===== config.mk =====
export PLATFORM = sky130hd
export DESIGN_NAME = mat4_multiply
export DESIGN_NICKNAME = d
export VERILOG_FILES = /design/src/design/m4m_pkg.sv /design/src/design/m4m_mac.sv /design/src/design/mat4_multiply.sv
export SDC_FILE = /design/constraint.sdc
export NUM_CORES = 2
export LEC_CHECK = 0
export BUFFER_PORTS_ARGS = -buffer_cell sky130_fd_sc_hd__buf_2
export CAP_MARGIN = 20
export CORE_ASPECT_RATIO = 0.9
export CORE_MARGIN = 8
export CORE_UTILIZATION = 35
export CTS_CLUSTER_DIAMETER = 150
export DETAILED_ROUTE_END_ITERATION = 8
export GPL_TIMING_DRIVEN = 0
export PLACE_DENSITY_LB_ADDON = 0.08
export SYNTH_ARGS = -nofsm -noshare
export SYNTH_HDL_FRONTEND = slang
export SYNTH_SLANG_ARGS = --single-unit

===== constraint.sdc =====
create_clock -name clk -period 11.4 [get_ports clk]
set_input_delay 1.71 -clock clk [delete_from_list [all_inputs] [get_ports clk]]
set_output_delay 1.71 -clock clk [all_outputs]
set_load 0.03 [all_outputs]

===== src/design/m4m_pkg.sv =====
package m4m_pkg;

	localparam int DIM       = 4;
	localparam int FRAC_BITS = 16;
	localparam int VAL_W     = 32;
	localparam int IDX_W     = (DIM > 1) ? $clog2(DIM) : 1;
	localparam int ADDR_W    = $clog2(DIM * DIM);
	localparam int PROD_W    = 2 * VAL_W;
	// A floored product keeps PROD_W - FRAC_BITS bits; DIM of them need clog2(DIM) more.
	localparam int ACC_W     = PROD_W - FRAC_BITS + $clog2(DIM);

	typedef enum logic [1:0] {
		CMD_WRITE_A = 2'd0,
		CMD_WRITE_B = 2'd1,
		CMD_COMPUTE = 2'd2
	} cmd_t;

	typedef enum logic [1:0] {
		ST_IDLE,
		ST_ISSUE,
		ST_DRAIN
	} state_t;

	typedef struct packed {
		logic [IDX_W-1:0] col;
		logic [IDX_W-1:0] row;
		logic             first;
		logic             last;
	} tag_t;

	typedef struct packed {
		logic [IDX_W-1:0] col;
		logic [IDX_W-1:0] row;
		logic [VAL_W-1:0] value;
		logic             ovf;
	} res_t;

endpackage


===== src/design/m4m_mac.sv =====
module m4m_mac (
	input  logic                       clk,
	input  logic                       arst_n,
	input  logic                       adv,
	input  logic                       in_vld,
	input  logic signed [m4m_pkg::VAL_W-1:0] a,
	input  logic signed [m4m_pkg::VAL_W-1:0] b,
	input  m4m_pkg::tag_t              in_tag,
	output logic                       done,
	output m4m_pkg::res_t              res
);
	import m4m_pkg::*;

	logic                     vld_s2;
	logic signed [PROD_W-1:0] prod_s2;
	tag_t                     tag_s2;
	logic                     done_s3;
	logic signed [ACC_W-1:0]  sum_s3;
	tag_t                     tag_s3;
	logic signed [ACC_W-1:0]  term;
	logic [ACC_W-VAL_W:0]     sum_hi;
	logic                     ovf;

	// The arithmetic shift rounds each product toward minus infinity.
	assign term = ACC_W'(prod_s2 >>> FRAC_BITS);

	always_ff @(posedge clk or negedge arst_n) begin
		if (!arst_n) begin
			vld_s2  <= 1'b0;
			done_s3 <= 1'b0;
		end else if (adv) begin
			vld_s2  <= in_vld;
			done_s3 <= vld_s2 && tag_s2.last;
		end
	end

	always_ff @(posedge clk) begin
		if (adv) begin
			prod_s2 <= PROD_W'(a) * PROD_W'(b);
			tag_s2  <= in_tag;
			if (vld_s2) begin
				sum_s3 <= tag_s2.first ? term : sum_s3 + term;
				tag_s3 <= tag_s2;
			end
		end
	end

	// The sum fits in 32 bits only when all bits from bit 31 upward agree.
	assign sum_hi = sum_s3[ACC_W-1:VAL_W-1];
	assign ovf    = !((&sum_hi) || !(|sum_hi));

	always_comb begin
		res.col = tag_s3.col;
		res.row = tag_s3.row;
		res.ovf = ovf;
		if (!ovf) begin
			res.value = sum_s3[VAL_W-1:0];
		end else if (sum_s3[ACC_W-1]) begin
			res.value = {1'b1, {(VAL_W-1){1'b0}}};
		end else begin
			res.value = {1'b0, {(VAL_W-1){1'b1}}};
		end
	end

	assign done = done_s3;

endmodule


===== src/design/mat4_multiply.sv =====
// Channel   Direction  Handshake           Beat contents
// input     in         in_valid/in_stall   command, column, row, value
// output    out        out_valid/out_stall out_column, out_row, product_value, overflow, last
//
// A compute issues DIM^3 = 64 multiply-accumulates on a single multiplier, one per cycle
// while the output does not stall, and it holds the input off until the last product
// element has been taken.
// Reset clears both matrices at once through per-entry valid bits; no clearing pass.
// An output stall while a result is pending freezes the whole compute pipeline, memory reads included.
module mat4_multiply (
	input  logic                       clk,
	input  logic                       arst_n,
	input  logic                       in_valid,
	output logic                       in_stall,
	input  logic [1:0]                 command,
	input  logic [1:0]                 column,
	input  logic [1:0]                 row,
	input  logic signed [m4m_pkg::VAL_W-1:0] value,
	output logic                       out_valid,
	input  logic                       out_stall,
	output logic [1:0]                 out_column,
	output logic [1:0]                 out_row,
	output logic signed [m4m_pkg::VAL_W-1:0] product_value,
	output logic                       overflow,
	output logic                       last
);
	import m4m_pkg::*;

	logic [VAL_W-1:0]  mem_a [DIM*DIM];
	logic [VAL_W-1:0]  mem_b [DIM*DIM];
	logic [DIM*DIM-1:0] a_vld_q;
	logic [DIM*DIM-1:0] b_vld_q;

	state_t            state_q;
	state_t            state_d;
	logic [IDX_W-1:0]  c_q;
	logic [IDX_W-1:0]  r_q;
	logic [IDX_W-1:0]  k_q;

	logic              accept_in;
	logic              in_range;
	logic              wr_a;
	logic              wr_b;
	logic              start;
	logic [ADDR_W-1:0] wr_addr;
	logic [ADDR_W-1:0] rd_addr_a;
	logic [ADDR_W-1:0] rd_addr_b;
	logic              issue;
	logic              issue_end;
	logic              adv;
	logic              out_take;

	logic              vld_s1;
	logic [VAL_W-1:0]  a_s1;
	logic [VAL_W-1:0]  b_s1;
	logic              av_s1;
	logic              bv_s1;
	tag_t              tag_s1;
	tag_t              tag_rd;
	logic signed [VAL_W-1:0] a_op;
	logic signed [VAL_W-1:0] b_op;

	logic              mac_done;
	res_t              mac_res;

	logic              out_valid_q;
	res_t              out_q;

	assign accept_in = in_valid && !in_stall;
	assign in_range  = (int'(column) < DIM) && (int'(row) < DIM);
	assign wr_a      = accept_in && in_range && (command == CMD_WRITE_A);
	assign wr_b      = accept_in && in_range && (command == CMD_WRITE_B);
	assign start     = accept_in && (command == CMD_COMPUTE);
	assign wr_addr   = ADDR_W'(int'(column) * DIM + int'(row));
	assign rd_addr_a = ADDR_W'(int'(k_q) * DIM + int'(r_q));
	assign rd_addr_b = ADDR_W'(int'(c_q) * DIM + int'(k_q));

	assign out_take  = out_valid_q && !out_stall;
	assign adv       = !out_valid_q || !out_stall;
	assign issue     = (state_q == ST_ISSUE);
	assign issue_end = (int'(c_q) == DIM - 1) && (int'(r_q) == DIM - 1) &&
	                   (int'(k_q) == DIM - 1);

	// Memories. Reads advance only with the pipeline so a stall holds the read data.
	always_ff @(posedge clk) begin
		if (wr_a) begin
			mem_a[wr_addr] <= value;
		end
		if (wr_b) begin
			mem_b[wr_addr] <= value;
		end
		if (adv) begin
			a_s1   <= mem_a[rd_addr_a];
			b_s1   <= mem_b[rd_addr_b];
			av_s1  <= a_vld_q[rd_addr_a];
			bv_s1  <= b_vld_q[rd_addr_b];
			tag_s1 <= tag_rd;
		end
	end

	always_ff @(posedge clk or negedge arst_n) begin
		if (!arst_n) begin
			a_vld_q <= '0;
			b_vld_q <= '0;
		end else begin
			if (wr_a) begin
				a_vld_q[wr_addr] <= 1'b1;
			end
			if (wr_b) begin
				b_vld_q[wr_addr] <= 1'b1;
			end
		end
	end

	always_comb begin
		tag_rd.col   = c_q;
		tag_rd.row   = r_q;
		tag_rd.first = (k_q == '0);
		tag_rd.last  = (int'(k_q) == DIM - 1);
	end

	// An entry not written since reset reads as zero through its cleared valid bit.
	assign a_op = av_s1 ? a_s1 : '0;
	assign b_op = bv_s1 ? b_s1 : '0;

	always_ff @(posedge clk or negedge arst_n) begin
		if (!arst_n) begin
			state_q <= ST_IDLE;
			c_q     <= '0;
			r_q     <= '0;
			k_q     <= '0;
			vld_s1  <= 1'b0;
		end else begin
			state_q <= state_d;
			if (start) begin
				c_q <= '0;
				r_q <= '0;
				k_q <= '0;
			end else if (issue && adv) begin
				if (int'(k_q) == DIM - 1) begin
					k_q <= '0;
					if (int'(r_q) == DIM - 1) begin
						r_q <= '0;
						c_q <= c_q + 1'b1;
					end else begin
						r_q <= r_q + 1'b1;
					end
				end else begin
					k_q <= k_q + 1'b1;
				end
			end
			if (adv) begin
				vld_s1 <= issue;
			end
		end
	end

	always_comb begin
		state_d  = state_q;
		in_stall = 1'b1;
		unique case (state_q)
			ST_IDLE: begin
				in_stall = 1'b0;
				if (start) begin
					state_d = ST_ISSUE;
				end
			end
			ST_ISSUE: begin
				if (adv && issue_end) begin
					state_d = ST_DRAIN;
				end
			end
			ST_DRAIN: begin
				if (out_take && last) begin
					state_d = ST_IDLE;
				end
			end
			default: begin
				state_d = ST_IDLE;
			end
		endcase
	end

	m4m_mac u_mac (
		.clk    (clk),
		.arst_n (arst_n),
		.adv    (adv),
		.in_vld (vld_s1),
		.a      (a_op),
		.b      (b_op),
		.in_tag (tag_s1),
		.done   (mac_done),
		.res    (mac_res)
	);

	always_ff @(posedge clk or negedge arst_n) begin
		if (!arst_n) begin
			out_valid_q <= 1'b0;
		end else if (adv) begin
			out_valid_q <= mac_done;
		end
	end

	always_ff @(posedge clk) begin
		if (adv && mac_done) begin
			out_q <= mac_res;
		end
	end

	assign out_valid     = out_valid_q;
	assign out_column    = 2'(out_q.col);
	assign out_row       = 2'(out_q.row);
	assign product_value = out_q.value;
	assign overflow      = out_q.ovf;
	assign last          = (int'(out_q.col) == DIM - 1) && (int'(out_q.row) == DIM - 1);

	// A pending result means a compute is still in flight, so the input must be held off.
	a_busy_while_out: assert property (@(posedge clk) disable iff (!arst_n)
		out_valid |-> in_stall)
		else $error("result pending while input is open");

	a_start_stalls: assert property (@(posedge clk) disable iff (!arst_n)
		(in_valid && !in_stall && command == CMD_COMPUTE) |=> in_stall)
		else $error("compute accepted but input not held off");

	a_last_frees: assert property (@(posedge clk) disable iff (!arst_n)
		(out_valid && !out_stall && last) |=> (!in_stall && !out_valid))
		else $error("block not idle after final product element");

	a_sat_value: assert property (@(posedge clk) disable iff (!arst_n)
		(out_valid && overflow) |->
			(product_value == 32'sh7FFFFFFF || product_value == 32'sh80000000))
		else $error("overflow flagged on an unsaturated value");

endmodule


==> results.md <==
* Cell accounting for the most synthesized area: edfxtp_1
* Vias per inst at 5.041
* Pwr/cell area at around 240 mW/mm^2
* Worst skew pair latency at 840 ps
* Die height at around 480 um
* Cell variety after synth at around 80
* Final ANT Viol Nets at 0
* Total number of vias at just under 50,000
* Setup violators final at 0
* GPL Wtd Cong at a little under 1
* Required @ worst endpoint at 12,010 ps
* Mean routed wirelength per cell at approximately 28 um
* Top FF cell, synth: edfxtp_1
* Iteration-0 DRC Markers at approximately 3,900
* Met2 usage at a little over a third
* Post-synthesis average cell area at 13.70 um^2
* CP Data Arrival Time at 11,380 ps
* Hold Path Class: reg -> reg
* Seq/Total Area, Yosys at a little under half
* Core Footprint at roughly 0.24 mm^2
* Starting Density at approximately a third
* Setup bufs post-CTS at 0
* F_max at 92.84 MHz
* Yosys top cell area share at between 40 and 50%
* Port buffer count at 81
* CTS sink cnt at 1,285
* Fin crit share at 94.49%
* Final setup TNS at 0 ps
* Die W at between 500 and 600 um
* EDFF count, synth at ~1,200
* Synth top area cells: edfxtp_1, fa_1, mux4_2
* Clock Skew at approximately 110 ps
* Vias in the first global route at between 50,000 and 60,000
* Status: finished, final reports clean
* Area grow syn2layout at 12.50%
* Final Net Count at ~8,000
* Crit Path Class: reg -> reg
* Post-layout util at between 30% and 40%
* Fraction of registers with async set/reset at under 10%
* Tot GR Track Use at 20.93%
* Drt pass-1 iters at 7
* DP HPWL at 216.2 mm
* Slew Limit Headroom at 17.42%
* Net Count, Synth at 7,560
* Clk slew on worst S/H paths at ~60 ps
* Met3 Track Usage GR at under 10%
* Fin cells at around 9,800
* I/O pin cnt at 82
* Cell count after synthesis at around 6,200
* CTS tree: done
* Warning count from the yosys run at 0
* Cell mode on critical path: fa_1
* Synthesized cell area at between 0.08 and 0.09 mm^2
* Total global routing overflow at 0
* GRT busiest layer: met2
* Dpl cell area at 0.09093 mm^2
* Crit. End Element: flop
* CP Max Fanout at 10
* DRC viols at 0
* Grt met1 use at 28.12%
* Setup crit start kind: flop
* Antenna violations before repair at 21
* Clock Path Buffers at 4
* Worst path max stage delay at 790 ps
* Post-placement cell count at between 9,000 and 10,000
* Largest net degree at the start of global routing at 66
* CTS Hold Bufs at 0
* Total Die Area at roughly 0.26 mm^2
* CTS H-tree lvls at 4
* Slew Viols, Final at 0
* Placement row count at approximately 170
* Final Hold Fails at 0
* Leak at 37.34 nW
* Worst path slowest cell: clkdlybuf4s15_1
* Final wirelength at 272.6 mm
* Root buffer cell: clkbuf_16
* RSZ-0062 raised after global routing: no
* Final Power at ~23 mW
* Share of cells above drive strength 1 at 12.05%
* # Max-Cap Violations at 0
* Tmin final at 10,770 ps
* Slew @ Worst Pin at roughly 1200 ps
* Max VDD drop at around 0.00014 V
* CTS buffer count at 149
* Final Instance Area at 0.09557 mm^2
* First-pass GRT wire length at approximately 400 mm
* Flip-flop and latch count after synthesis at between 1,000 and 1,500
==> worst max-delay path, delay by kind of cell, from the launching register on <==
kind / cells / cell delay (ps)
flip-flops: 1 / 420
adder cells (fa/ha/maj): 9 / 4550
AO/OA/AOI/OAI: 9 / 2290
XOR/XNOR: 1 / 230
AND/OR/NAND/NOR: 3 / 1080
buffers and inverters: 5 / 2000
==> cell families (layout without fill, tap and decap cells) <==
kind of cell / count (synthesis) / count (layout) / synth area share [%]
AO/OA/AOI/OAI: 362 / 362 / 2.944
XOR/XNOR: 101 / 101 / 1.041
adder cells (fa/ha/maj): 1315 / 1315 / 28.93
buffers and inverters: 1301 / 1710 / 5.762
flip-flops: 1285 / 1285 / 45.16
multiplexers: 337 / 337 / 8.838
other: 0 / 8 / 0
AND/OR/NAND/NOR: 1502 / 1502 / 7.324
==> worst paths after layout <==
| path | cells past startpoint | slack (ps) | startpoint | endpoint |
|---|---|---|---|---|
| max | 27 | 630 | av_s1$_DFFE_PN_ | u_mac.prod_s2[61]$_DFFE_PN_ |
| min in group asynchronous | 1 | 820 | arst_n | a_vld_q[11]$_DFFE_PN0P_ |
| min | 0 | 420 | u_mac.tag_s2[4]$_DFFE_PN_ | u_mac.res[35]$_DFFE_PP_ |
| min reg2reg | 0 | 420 | u_mac.tag_s2[4]$_DFFE_PN_ | u_mac.res[35]$_DFFE_PP_ |
| max reg2reg | 27 | 630 | av_s1$_DFFE_PN_ | u_mac.prod_s2[61]$_DFFE_PN_ |
| max in group asynchronous | 2 | 10010 | arst_n | b_vld_q[0]$_DFFE_PN0P_ |
==> cells in the mapped netlist, drive strengths merged, types with 10 or more instances <==
library cell and instances:
nor2b 16, edfxtp 1241, nand4 23, xnor2 65, o31ai 10, nand3 35
a211oi 14, o21ai 90, a21oi 86, a21o 91, xor2 36, and2 67
o21bai 11, inv 1003, ha 233, mux4 330, nand2 637, or2 35
fa 1082, buf 40, nor3 17, o21a 15, nand2b 12, dfrtp 44
nor2 625, clkbuf 257
==> final cells by class <==
type | instances | area [um^2]
multi-input combinational | 3617 | 41960
timing repair buffer | 159 | 1858
sequential | 1285 | 38370
inverter | 1004 | 3769
fill | 22890 | 145800
clock inverter | 55 | 446.7
antenna | 8 | 20.02
tap | 3200 | 4004
clock buffer | 197 | 4011
buffer | 295 | 1136
==> per-stage QoR <==
step           hold slack, ps  worst slack [ps]
2_1_floorplan           400.3              2947
3_3_place_gp            401.8            -425.6
3_5_place_dp            404.5            -410.7
4_1_cts                 419.0             105.3
5_1_grt                 428.1             140.1
6_report                417.0             628.5
==> routing by layer <==
| metal | wire length [um] | vias up |
|---|---|---|
| met5 | 57 | - |
| met4 | 10240 | 8 |
| met3 | 16030 | 398 |
| met2 | 129400 | 1380 |
| met1 | 116900 | 26450 |
| li1 | - | 21270 |
==> report_power, final <==
| part | switching [mW] | internal (mW) | total [mW] |
|---|---|---|---|
| Combinational | 7.62 | 4.67 | 12.3 |
| Clock | 1.92 | 2.60 | 4.53 |
| Sequential | 0.350 | 6.02 | 6.37 |
| Total | 9.89 | 13.3 | 23.2 |
==> repair_timing <==
item                       CTS  global route
setup endpoints to repair    5            14
cloned                       0             0
resized for setup            1            11
hold endpoints to repair     0             0
==> state kept, by name, summed over array words and instances (netlist names), 6 cells and up <==
register,flops
u_mac.tag_s2,6
b_s1,32
tag_s1,6
a_vld_q,16
product_value,32
b_vld_q,16
a_s1,32
u_mac.prod_s2,48
u_mac.sum_s3,50
mem_b,512
mem_a,512
==> cells in the final DEF (no fill, tap or decap), types with 26 or more instances in the layout <==
master / count
dfrtp_1: 44
inv_1: 1002
nand2_1: 635
a21o_1: 91
fa_1: 1080
xor2_1: 36
ha_1: 233
clkbuf_16: 151
buf_8: 26
clkbuf_1: 290
buf_12: 29
nand3_1: 35
buf_1: 37
nor2_1: 593
o21ai_0: 77
nor2_4: 32
a21oi_1: 80
mux4_2: 330
or2_2: 35
buf_2: 83
xnor2_1: 65
edfxtp_1: 1241
and2_1: 61
Note: power is estimated with default switching activity, not from simulation.
